--- config.mk ---
export PLATFORM = sky130hd
export DESIGN_NAME = fabd_queue
export DESIGN_NICKNAME = d
export VERILOG_FILES = /design/src/fabd_queue.sv
export SDC_FILE = /design/constraint.sdc
export NUM_CORES = 1
export LEC_CHECK = 0
export BUFFER_PORTS_ARGS = -buffer_cell sky130_fd_sc_hd__buf_2
export CAP_MARGIN = 20
export CORE_MARGIN = 2
export CORE_UTILIZATION = 35
export DETAILED_ROUTE_END_ITERATION = 10
export GPL_ROUTABILITY_DRIVEN = 0
export PLACE_DENSITY = 0.57
export SYNTH_ARGS = -nofsm -noshare
export SYNTH_HDL_FRONTEND = slang
export SYNTH_SLANG_ARGS = --single-unit
--- constraint.sdc ---
create_clock -name clk -period 3.4 [get_ports clk]
set_clock_uncertainty 0.2 [all_clocks]
set_input_delay 0.68 -clock clk [delete_from_list [all_inputs] [get_ports clk]]
set_output_delay 0.68 -clock clk [all_outputs]
set_load 0.01 [all_outputs]
--- src/fabd_queue.sv ---
// Small register queue between the front and back ends.
`default_nettype none

module fabd_queue #(
	parameter type         T     = logic,
	parameter int unsigned DEPTH = 4
) (
	input  wire logic clk,
	input  wire logic arst_n,
	input  wire T     push_data,
	input  wire logic push_valid,
	output logic      push_ready,
	output T          pop_data,
	output logic      pop_valid,
	input  wire logic pop_ready
);

	localparam int unsigned PTR_W = $clog2(DEPTH);
	localparam int unsigned CNT_W = $clog2(DEPTH + 1);

	T                 mem_q [DEPTH];
	logic [PTR_W-1:0] wr_ptr_q;
	logic [PTR_W-1:0] rd_ptr_q;
	logic [CNT_W-1:0] count_q;
	logic             push;
	logic             pop;

	assign push_ready = count_q != CNT_W'(DEPTH);
	assign pop_valid  = count_q != '0;
	assign push       = push_valid && push_ready;
	assign pop        = pop_valid && pop_ready;
	assign pop_data   = mem_q[rd_ptr_q];

	always_ff @(posedge clk or negedge arst_n) begin
		if (!arst_n) begin
			wr_ptr_q <= '0;
			rd_ptr_q <= '0;
			count_q  <= '0;
		end else begin
			if (push) begin
				wr_ptr_q <= (wr_ptr_q == PTR_W'(DEPTH - 1)) ? '0 : wr_ptr_q + 1'b1;
			end
			if (pop) begin
				rd_ptr_q <= (rd_ptr_q == PTR_W'(DEPTH - 1)) ? '0 : rd_ptr_q + 1'b1;
			end
			if (push && !pop) begin
				count_q <= count_q + 1'b1;
			end else if (pop && !push) begin
				count_q <= count_q - 1'b1;
			end
		end
	end

	always_ff @(posedge clk) begin
		if (push) begin
			mem_q[wr_ptr_q] <= push_data;
		end
	end

endmodule

`default_nettype wire

==> results of run 1 <==
## routing by layer
metal | vias up | GRT usage (%)
li1 | 163 | -
met1 | 151 | 12.18
met2 | 6 | 12.29
met3 | 2 | 6.000
met4 | 0 | 5.294
met5 | - | 0
## registers in the layout, summed over array words and instances (netlist names)
register / cells
rd_ptr_q: 2
mem_q: 4
wr_ptr_q: 2
count_q: 3
## cell type report
class | count | area [um2] | share of cell area [%]
clock buffers | 4 | 26.28 | 3.903
inverters | 3 | 11.26 | 1.673
multi-input cells | 28 | 285.3 | 42.38
flip-flops and latches | 11 | 295.3 | 43.87
well taps | 16 | 20.02 | 2.974
repair buffers | 7 | 35.03 | 5.204
## power groups by stage
stage / combinational, mW / clock, mW / sequential (mW)
final: 0.245 / 0.0869 / 0.250
after global routing: 0.276 / 0.101 / 0.259
after CTS: 0.248 / 0.0935 / 0.250
after detailed placement: 0.247 / 0 / 0.253
after global placement: 0.243 / 0 / 0.254
after floorplan: 0.202 / 0 / 0.241
## critical path: stages, from the launching register on
cell and delay, ns:
dfrtp_1 0.43, or3_4 0.42, nand2_4 0.10, ha_1 0.18, inv_1 0.06, fa_1 0.37
xor2_1 0.15, nor2_1 0.11, xor2_1 0.17
## how the worst max path moves through the flow
stage / end / slack (ns)
global placement: count_q[2] / 0.98
finish: count_q[2] / 1.12
detailed placement: count_q[2] / 0.98
floorplan: count_q[2] / 1.21
CTS: count_q[2] / 1.14
global route: count_q[2] / 0.99
## through the flow
stage	instance area, um2	setup slack (ns)
6_report	673.1	1.125
5_1_grt	673.1	0.9931
4_1_cts	673.1	1.136
3_5_place_dp	646.9	0.9779
3_3_place_gp	646.9	0.9774
2_1_floorplan	591.8	1.208
## cells in the final DEF (no fill, tap or decap), drive strengths merged, types with 2 or more instances in the layout
cell type,Yosys,layout
xor2,2,2
nor2,4,4
mux2,5,5
and2,4,4
edfxtp,4,4
inv,3,3
ha,6,6
buf,0,7
nand2,2,2
clkbuf,0,4
dfrtp,7,7
## cells by family (layout without fill, tap and decap cells)
logic type | Yosys count | in the layout | synth area share (%)
DFF | 11 | 11 | 49.90
and+or+nand+nor | 11 | 11 | 11.20
adders and majority gates | 7 | 7 | 16.07
muxes | 6 | 6 | 14.59
xor gates and xnor gates | 3 | 3 | 4.441
buffers and inverters | 3 | 14 | 1.903
AOI/OAI and AO/OA | 1 | 1 | 1.903
==> flow_metrics.env, run 1 <==
export IMPL_status="complete, no violations"
export IMPL_fin_cells=69
export IMPL_min_period_ns=2.275
export IMPL_avgViaCountPerCell=4.667
export IMPL_overflow=0
export IMPL_fin_crit_sh_pct=66.91
export IMPL_port_buffers=7
export IMPL_final_nets=66
export IMPL_clockPowerShare_pct=14.9
export IMPL_drtIter0Drc=2
export IMPL_antenna_found_initial=0
export IMPL_criticalPathCategory="reg -> reg"
export IMPL_fillCellCount=154
export IMPL_synth_top_cells_by_count="dfrtp_1 (7), ha_1 (6), and2_1 (4), edfxtp_1 (4), nor2_1 (4)"
export IMPL_cts_buffer_depth=2
export IMPL_cts_resized_gates=0
export IMPL_synth_seq_area_share_pct=49.89
export IMPL_final_util_pct=43.67
export IMPL_yosysTopAreaCell="dfrtp_1"
export IMPL_cts_tree="built"
export IMPL_p_total_mw=0.5815
export IMPL_pwr_share_comb_pct=42.1
export IMPL_synth_area_per_cell_um2=14.09
export IMPL_fin_setup_tns_ns=0
export IMPL_crit_start="count_q[1]"
export IMPL_dr_wl_met3_um=34
export IMPL_grt_pass1_wl_um=1297
export IMPL_ctsHoldBuffers=0
export IMPL_max_slew_margin_pct=80.73
export IMPL_finalSetupViolCount=0
export IMPL_worst_pin_slew_ns=0.2873
export IMPL_fin_hold_ws_ns=0.03630
export IMPL_syn_inst=42
export IMPL_hpwlAfterDp_um=587.4
export IMPL_grt_usage_pct=9.591
export IMPL_synth_fp_nets=54
export IMPL_pwr_share_seq_pct=42.9
export IMPL_grt_start_max_net_pins=8
export IMPL_antenna_cells=0
export IMPL_cts_root_buf="clkbuf_4"
export IMPL_synth_area_leaders="dfrtp_1 (30%), edfxtp_1 (20%), ha_1 (13%), mux2_2 (5.7%), mux2_4 (5.1%)"
export IMPL_coreArea_mm2=0.001541
export IMPL_min_path_type="in -> async"
export IMPL_die_area_mm2=0.002036
export IMPL_r2r_start="count_q[1]"
export IMPL_cts_buffers=3
export IMPL_drive_gt1_share_pct=35.85
export IMPL_dr_pass1_iters=4
export IMPL_end_kind="flip-flop"
export IMPL_peakVddDrop_v=0.0003356
export IMPL_cts_sinks=11
export IMPL_die_width_um=45.12
export IMPL_p_per_area_mw_per_mm2=863.9
export IMPL_place_inst=65
export IMPL_synth_top_flop_cell="dfrtp_1"
export IMPL_rsz0062_at_grt="no"
export IMPL_yosys_warnings=0
export IMPL_wire_per_inst_um=10.93
export IMPL_synth_edf_count=4
export IMPL_rows=14
export IMPL_path_max_fanout=4
export IMPL_r2r_setup_slack_ns=1.12
export IMPL_async_reset_ff_share_pct=63.64
export IMPL_syn_cell_area_um2=591.8
export IMPL_cts_setup_buffers=0
export IMPL_h_tree_depth=1
export IMPL_hold_viol=0
export IMPL_worst_r2r_cell_count=8
export IMPL_p_int_mw=0.3822
export IMPL_r2r_end="count_q[2]"
export IMPL_wl_met2_um=319
export IMPL_start_util_pct=38.39
export IMPL_switchingPower_mw=0.1993
export IMPL_critical_path_required_ns=3.38
export IMPL_worstSkewPairLatency_ns=0.27
export IMPL_yosysTopAreaCellShare_pct=29.60
export IMPL_wl_um=754
export IMPL_p_leak_nw=0.3050
export IMPL_path_clk_slew_ns=0.07
export IMPL_drc=0
export IMPL_top_layer_used="met4"
export IMPL_vias=322
export IMPL_wl_met1_um=392
export IMPL_die_h_um=45.12
export IMPL_synth_seq_cells=11
export IMPL_area_delta_synth_final_pct=13.74
export IMPL_drv_cap=0
export IMPL_drv_slew=0
export IMPL_swShare_pct=34.27
export IMPL_grt_pass1_vias=293
export IMPL_max_freq_mhz=439.6
export IMPL_yosysMostFrequentCell="dfrtp_1"
export IMPL_startpoint_type="flip-flop"
export IMPL_worstPathArrival_ns=2.26
export IMPL_synth_distinct_cells=16
export IMPL_antenna_left=0
export IMPL_ios=8
Power figures use the tool's default switching activity.
==> run 2, diff against run 1 <==
--- a/config.mk
+++ b/config.mk
@@ -5,6 +5,7 @@
 export SDC_FILE = /design/constraint.sdc
 export NUM_CORES = 1
 export LEC_CHECK = 0
+export ABC_AREA = 1
 export BUFFER_PORTS_ARGS = -buffer_cell sky130_fd_sc_hd__buf_2
 export CAP_MARGIN = 20
 export CORE_MARGIN = 2
==> constraint.sdc (replaced) <==
create_clock -name clk -period 2.15 [get_ports clk]
set_clock_uncertainty 0.2 [all_clocks]
set_input_delay 0.43 -clock clk [delete_from_list [all_inputs] [get_ports clk]]
set_output_delay 0.43 -clock clk [all_outputs]
set_load 0.01 [all_outputs]
==> run 2 against run 1 <==
Effect of this change:
- combinational power is 78% higher
- global-route usage is 2.6 points higher
- clock power is 61% higher
- synthesized cell count is 67% higher
- sequential power is 55% higher
- cell area is 8.9% higher
- final cell count is 55% higher
- power is 66% higher
- clock-buffer cell count stayed put
- synthesized area is 6.6% higher
- hold slack better by 0.14 ns
- critical endpoint unchanged
- highest routed layer is now met3
==> flow_metrics.env, run 2 <==
export IMPL_status="complete, no violations"
export IMPL_cts_sinks=11
export IMPL_synth_area_per_cell_um2=9.009
export IMPL_fin_setup_tns_ns=0
export IMPL_die_area_mm2=0.002157
export IMPL_yosys_warnings=0
export IMPL_path_cells="inv_2 -> nand3_2 -> nand2_2 -> ha_1 -> inv_1 -> fa_1 -> nand2_1 -> nand3_1 -> nand2_1 -> nand2_1"
export IMPL_synth_distinct_cells=18
export IMPL_critical_path_required_ns=2.11
export IMPL_avgViaCountPerCell=4.346
export IMPL_p_int_mw=0.5585
export IMPL_max_freq_mhz=509.7
export IMPL_syn_cell_area_um2=630.6
export IMPL_top_regs="mem_q: 4 flops, count_q: 3 flops"
export IMPL_rows=15
export IMPL_cts_buffer_depth=2
export IMPL_critPathMaxStageDelay_ns=0.43
export IMPL_ios=8
export IMPL_mostFrequentLayoutCells="nand2_1 (16), inv_1 (13), dfrtp_1 (7), buf_2 (7)"
export IMPL_final_nets=95
export IMPL_wl_um=979
export IMPL_die_h_um=46.45
export IMPL_cts_buffers=3
export IMPL_cts_tree="built"
export IMPL_regMostFlops="mem_q"
export IMPL_max_slew_margin_pct=86.50
export IMPL_synth_xor_area_share_pct=1.389
export IMPL_end_kind="flip-flop"
export IMPL_grt_pass1_wl_um=1738
export IMPL_peakVddDrop_v=0.0005037
export IMPL_worst_pin_slew_ns=0.2025
export IMPL_die_width_um=46.45
export IMPL_synth_top_flop_cell="dfrtp_1"
export IMPL_wire_per_inst_um=9.150
export IMPL_synth_edf_count=4
export IMPL_yosysMostFrequentCell="nand2_1"
export IMPL_start_util_pct=36.92
export IMPL_finalSetupViolCount=0
export IMPL_crit_top_cell="nand2_1"
export IMPL_r2r_end="count_q[2]"
export IMPL_overflow=0
export IMPL_cts_root_buf="clkbuf_4"
export IMPL_antenna_cells=0
export IMPL_startpoint_type="flip-flop"
export IMPL_drv_cap=0
export IMPL_synth_top_cells_by_count="nand2_1 (16), inv_1 (13), dfrtp_1 (7)"
export IMPL_area_delta_synth_final_pct=16.27
export IMPL_yosysTopAreaCell="dfrtp_1"
export IMPL_coreArea_mm2=0.001708
export IMPL_slowest_stage="dfrtp_1"
export IMPL_antenna_found_initial=0
export IMPL_switchingPower_mw=0.4044
export IMPL_p_per_area_mw_per_mm2=1313
export IMPL_worst_r2r_cell_count=10
export IMPL_grt_usage_pct=12.21
export IMPL_swShare_pct=42.00
export IMPL_cp_endpoint="count_q[2]"
export IMPL_min_period_ns=1.962
export IMPL_async_reset_ff_share_pct=63.64
export IMPL_p_leak_nw=0.3750
export IMPL_grt_start_max_net_pins=8
export IMPL_drive_gt1_share_pct=19.51
export IMPL_criticalPathCategory="reg -> reg"
export IMPL_dr_pass1_iters=4
export IMPL_path_clk_slew_ns=0.07
export IMPL_antenna_left=0
export IMPL_placed_area_um2=696.9
export IMPL_pwr_share_seq_pct=40.2
export IMPL_drc=0
export IMPL_r2r_start="count_q[0]"
export IMPL_cts_resized_gates=0
export IMPL_crit_start="count_q[0]"
export IMPL_drv_slew=0
export IMPL_pwr_share_comb_pct=45.3
export IMPL_largest_register_ffs=4
export IMPL_synth_top_family_by_area="simple AND/OR/NAND/NOR gates"
export IMPL_rsz0062_at_grt="no"
export IMPL_synth_seq_cells=11
export IMPL_drtIter0Drc=12
export IMPL_synth_fp_nets=82
export IMPL_worstSkewPairLatency_ns=0.27
export IMPL_vias=465
export IMPL_yosysTopAreaCellShare_pct=27.78
export IMPL_cts_setup_buffers=0
export IMPL_synth_area_leaders="dfrtp_1 (28%), edfxtp_1 (19%), ha_1 (12%), nand2_1 (9.5%), inv_1 (7.7%)"
export IMPL_h_tree_depth=1
export IMPL_path_max_fanout=4
export IMPL_grt_pass1_vias=418
export IMPL_fin_crit_sh_pct=91.26
export IMPL_port_buffers=7
export IMPL_final_common_cell="nand2_1"
export IMPL_synth_compound_area_share_pct=2.778
export IMPL_final_cell_area_um2=733.2
export IMPL_min_path_type="in -> reg"
export IMPL_hpwlAfterDp_um=801.6
export IMPL_syn_inst=70
export IMPL_synth_adder_area_share_pct=15.08
export IMPL_synth_simple_gate_area_share_pct=25.00
export IMPL_muxShareOfSynthArea_pct=0
export IMPL_worstPathArrival_ns=1.93
export IMPL_r2r_setup_slack_ns=0.19
export IMPL_hold_viol=0
export IMPL_synth_seq_area_share_pct=46.83
export IMPL_clockPowerShare_pct=14.5
-- run 2: cell count changes in the layout (fill, tap and decap cells not counted), moves of 3 or more --
cell,previous run,this run
nand2_1,1,16
and2_1,4,0
mux2_2,3,0
nand3_1,0,5
inv_1,3,13
-- run 2: how the worst min path moves through the flow --
stage                   start     endpoint  slack (ns)  cells after the start
floorplan              arst_n   count_q[0]       -0.07                      0
global route        push_data     mem_q[3]        0.16                      1
CTS                 push_data     mem_q[1]        0.16                      1
finish              push_data     mem_q[0]        0.18                      1
detailed placement     arst_n  rd_ptr_q[0]        0.08                      1
global placement       arst_n  rd_ptr_q[0]        0.08                      1
-- run 2: worst max-delay path: cells and delay by family (launching register included) --
family | cells | cell delay, ns
AND/OR/NAND/NOR | 6 | 0.52
flip-flops | 1 | 0.43
adder cells (fa/ha/maj) | 2 | 0.55
buffers and inverters | 2 | 0.16
-- run 2: cell families after synthesis --
group	count (synthesis)
AOI/OAI and AO/OA	3
and+or+nand+nor	33
xor gates and xnor gates	1
DFF	11
buffers and inverters	15
adders and majority gates	7
-- run 2: power by group through the flow --
stage	Clock (mW)	Sequential (mW)	Combinational (mW)
2_1_floorplan	0	0.373	0.342
3_3_place_gp	0	0.390	0.427
3_5_place_dp	0	0.390	0.444
4_1_cts	0.152	0.388	0.447
5_1_grt	0.164	0.401	0.523
6_report	0.140	0.387	0.436
-- run 2: layout make-up --
cell class                 count  area (um2)
clock buffer                   4       26.28
fill                         176       974.7
inverter                      15       56.30
multi-input combinational     44       279.0
sequential                    11       295.3
tap                           25       31.28
timing repair buffer           8       45.04
-- run 2: metrics by stage --
| stage | worst slack, ns | hold slack [ns] | util, % | std cells | power (mW) |
|---|---|---|---|---|---|
| 6_report | 0.1879 | 0.1775 | 42.93 | 107 | 0.9629 |
| 5_1_grt | 0.002878 | 0.1578 | 42.93 | 107 | 1.088 |
| 4_1_cts | 0.1825 | 0.1649 | 42.93 | 107 | 0.9870 |
| 3_5_place_dp | 0.1839 | 0.07625 | 40.81 | 102 | 0.8334 |
| 3_3_place_gp | 0.2363 | 0.07845 | 40.81 | 102 | 0.8166 |
| 2_1_floorplan | 0.2460 | -0.06559 | - | 70 | 0.7146 |
-- run 2: timing repair --
item                                    in CTS  in global routing
endpoints found under the hold margin        7                  0
endpoints found under the setup margin       0                  0
hold buffers                                 1                  0
-- run 2: routing by layer --
layer	GRT usage, %	vias to the layer above	share of wire [%]
met3	7.451	0	5.3
met2	18.06	9	47
li1	-	242	-
met5	0	-	0
met4	3.429	0	0
met1	14.81	214	47
==> run 3, diff against run 2 <==
--- a/config.mk
+++ b/config.mk
@@ -5,10 +5,8 @@
 export SDC_FILE = /design/constraint.sdc
 export NUM_CORES = 1
 export LEC_CHECK = 0
-export ABC_AREA = 1
 export BUFFER_PORTS_ARGS = -buffer_cell sky130_fd_sc_hd__buf_2
 export CAP_MARGIN = 20
-export CORE_MARGIN = 2
 export CORE_UTILIZATION = 35
 export DETAILED_ROUTE_END_ITERATION = 10
 export GPL_ROUTABILITY_DRIVEN = 0
==> run 3 against run 2 <==
Effect of this change:
- sequential share of layout area decreased by 0.14 points
- sequential cell count unchanged
- fmax decreased by 5.7%
- cell area increased by 0.34%
- final cell count decreased by 30%
- sequential power decreased by 3%
- critical path type unchanged
- highest routed layer is now met4
==> flow_metrics.env, run 3 (synthesis results as in run 1) <==
export IMPL_grt_util_met2_pct=22.69
export IMPL_drive_gt1_share_pct=44.07
export IMPL_slowest_stage="or3_4"
export IMPL_switchingPower_mw=0.3498
export IMPL_swShare_pct=34.33
export IMPL_grt_pass1_vias=388
export IMPL_h_tree_depth=1
export IMPL_start_util_pct=38.39
export IMPL_max_freq_mhz=480.7
export IMPL_clockPowerShare_pct=13.8
export IMPL_ios=8
export IMPL_hold_viol=0
export IMPL_hpwlAfterDp_um=740.6
export IMPL_p_int_mw=0.6692
export IMPL_cts_tree="built"
export IMPL_antenna_left=0
export IMPL_avgViaCountPerCell=4.813
export IMPL_coreArea_mm2=0.001541
export IMPL_cts_root_buf="clkbuf_4"
export IMPL_regMostFlops="mem_q"
export IMPL_largest_register_ffs=4
export IMPL_rsz0062_at_grt="no"
export IMPL_min_path_type="in -> reg"
export IMPL_mostFrequentLayoutCells="dfrtp_1 (7), buf_2 (7), ha_1 (5), buf_4 (5)"
export IMPL_startpoint_type="flip-flop"
export IMPL_antenna_cells=0
export IMPL_die_area_mm2=0.001859
export IMPL_dr_pass1_iters=2
export IMPL_rows=14
export IMPL_path_cells="or3_4 -> nand2_4 -> ha_4 -> inv_1 -> fa_2 -> xor2_1 -> nor2_1 -> xor2_1"
export IMPL_overflow=0
export IMPL_fin_setup_tns_ns=0
export IMPL_fin_hold_ws_ns=0.1736
export IMPL_cts_buffer_depth=2
export IMPL_worst_pin_slew_ns=0.1966
export IMPL_antenna_found_initial=0
export IMPL_worstSkewPairLatency_ns=0.27
export IMPL_drv_cap=0
export IMPL_finalSetupViolCount=0
export IMPL_critical_path_required_ns=2.15
export IMPL_end_kind="flip-flop"
export IMPL_crit_top_cell="xor2_1"
export IMPL_min_period_ns=2.080
export IMPL_wire_per_inst_um=12.72
export IMPL_area_delta_synth_final_pct=24.31
export IMPL_criticalPathCategory="reg -> reg"
export IMPL_port_buffers=7
export IMPL_wl_um=954
export IMPL_met3_usage_pct=5.106
export IMPL_peakVddDrop_v=0.0005672
export IMPL_die_width_um=43.12
export IMPL_cts_sinks=11
export IMPL_fillCellCount=147
export IMPL_path_clk_slew_ns=0.07
export IMPL_max_slew_margin_pct=86.85
export IMPL_grt_usage_pct=12.50
export IMPL_top_regs="mem_q: 4 flops, count_q: 3 flops"
export IMPL_grt_pass1_wl_um=1614
export IMPL_grt_use_met1_pct=11.32
export IMPL_p_total_mw=1.019
export IMPL_busiest_layer="met2"
export IMPL_pwr_share_comb_pct=49.3
export IMPL_path_max_fanout=2
export IMPL_regArea_um2=295.3
export IMPL_drtIter0Drc=2
export IMPL_p_leak_nw=0.3325
export IMPL_drv_slew=0
export IMPL_final_nets=72
export IMPL_p_per_area_mw_per_mm2=1385
export IMPL_die_h_um=43.12
export IMPL_grt_start_max_net_pins=8
export IMPL_drc=0
export IMPL_fin_crit_sh_pct=96.77
export IMPL_cts_buffers=3
export IMPL_status="complete, no violations"
export IMPL_multiInputGateArea_um2=300.3
export IMPL_pwr_share_seq_pct=36.9
export IMPL_vias=361
export IMPL_worstPathArrival_ns=2.08
export IMPL_critPathMaxStageDelay_ns=0.40
[run 3: cell count changes in the layout (fill, tap and decap cells not counted), sizes merged, moves of 2 or more]
| cell | before | now |
|---|---|---|
| nand2 | 18 | 2 |
| and2 | 0 | 4 |
| buf | 7 | 12 |
| xor2 | 0 | 2 |
| nor2 | 6 | 4 |
| inv | 15 | 3 |
| nand3 | 7 | 0 |
| mux2 | 0 | 5 |
[run 3: critical path, delay by kind of cell (launching register included)]
kind                       cells  cell delay [ns]
adders and majority gates      2             0.46
xor gates and xnor gates       2             0.30
buffers and inverters          1             0.05
DFF                            1             0.39
and+or+nand+nor                3             0.62
[run 3: timing repair]
| action | in CTS | in global routing |
|---|---|---|
| hold endpoints to repair | 7 | 0 |
| pin swaps | 2 | 1 |
| resized for setup | 0 | 1 |
| setup buffers | 1 | 1 |
| setup endpoints to repair | 1 | 1 |
| hold buffers | 1 | 0 |
[run 3: area by class of cell]
cell class / count / area share, %
multi-input combinational: 28 / 40.82
sequential: 11 / 40.14
timing repair buffer: 13 / 11.22
clock buffer: 4 / 3.571
tap: 16 / 2.721
inverter: 3 / 1.531
[run 3: routing by layer]
metal  vias to the layer above  wire length [um]  share of wire [%]
li1                        177                 -                  -
met2                         6               534                 56
met1                       176               372                 39
met4                         0                16                1.7
met3                         2                31                3.2
met5                         -                 0                  0
[run 3: path summary, 6_finish.rpt]
check / start / slack [ns] / to / depth (start not counted)
max in group asynchronous: arst_n / 1.25 / count_q[1] / 2
max: count_q[2] / 0.07 / count_q[2] / 8
min in group asynchronous: arst_n / 0.33 / count_q[0] / 2
max reg2reg: count_q[2] / 0.07 / count_q[2] / 8
min: push_data / 0.17 / mem_q[0] / 1
min reg2reg: rd_ptr_q[1] / 0.38 / rd_ptr_q[1] / 1
[run 3: stage by stage]
stage                     std cells  area [um2]  utilization (%)  setup WS (ns)
after floorplan                  42       604.3                -        0.02293
after global placement           68       681.9            44.24        0.07597
after detailed placement         68       681.9            44.24       0.002089
after CTS                        74       725.7            47.08        0.01657
after global routing             75       735.7            47.73       0.007613
final                            75       735.7            47.73        0.06954
[run 3: power groups by stage]
| stage | Combinational (mW) | Clock (mW) | Sequential [mW] |
|---|---|---|---|
| after global placement | 0.437 | 0 | 0.374 |
| after detailed placement | 0.481 | 0 | 0.384 |
| after CTS | 0.490 | 0.152 | 0.379 |
| after global routing | 0.560 | 0.163 | 0.383 |
| final | 0.503 | 0.141 | 0.376 |
| after floorplan | 0.332 | 0 | 0.381 |
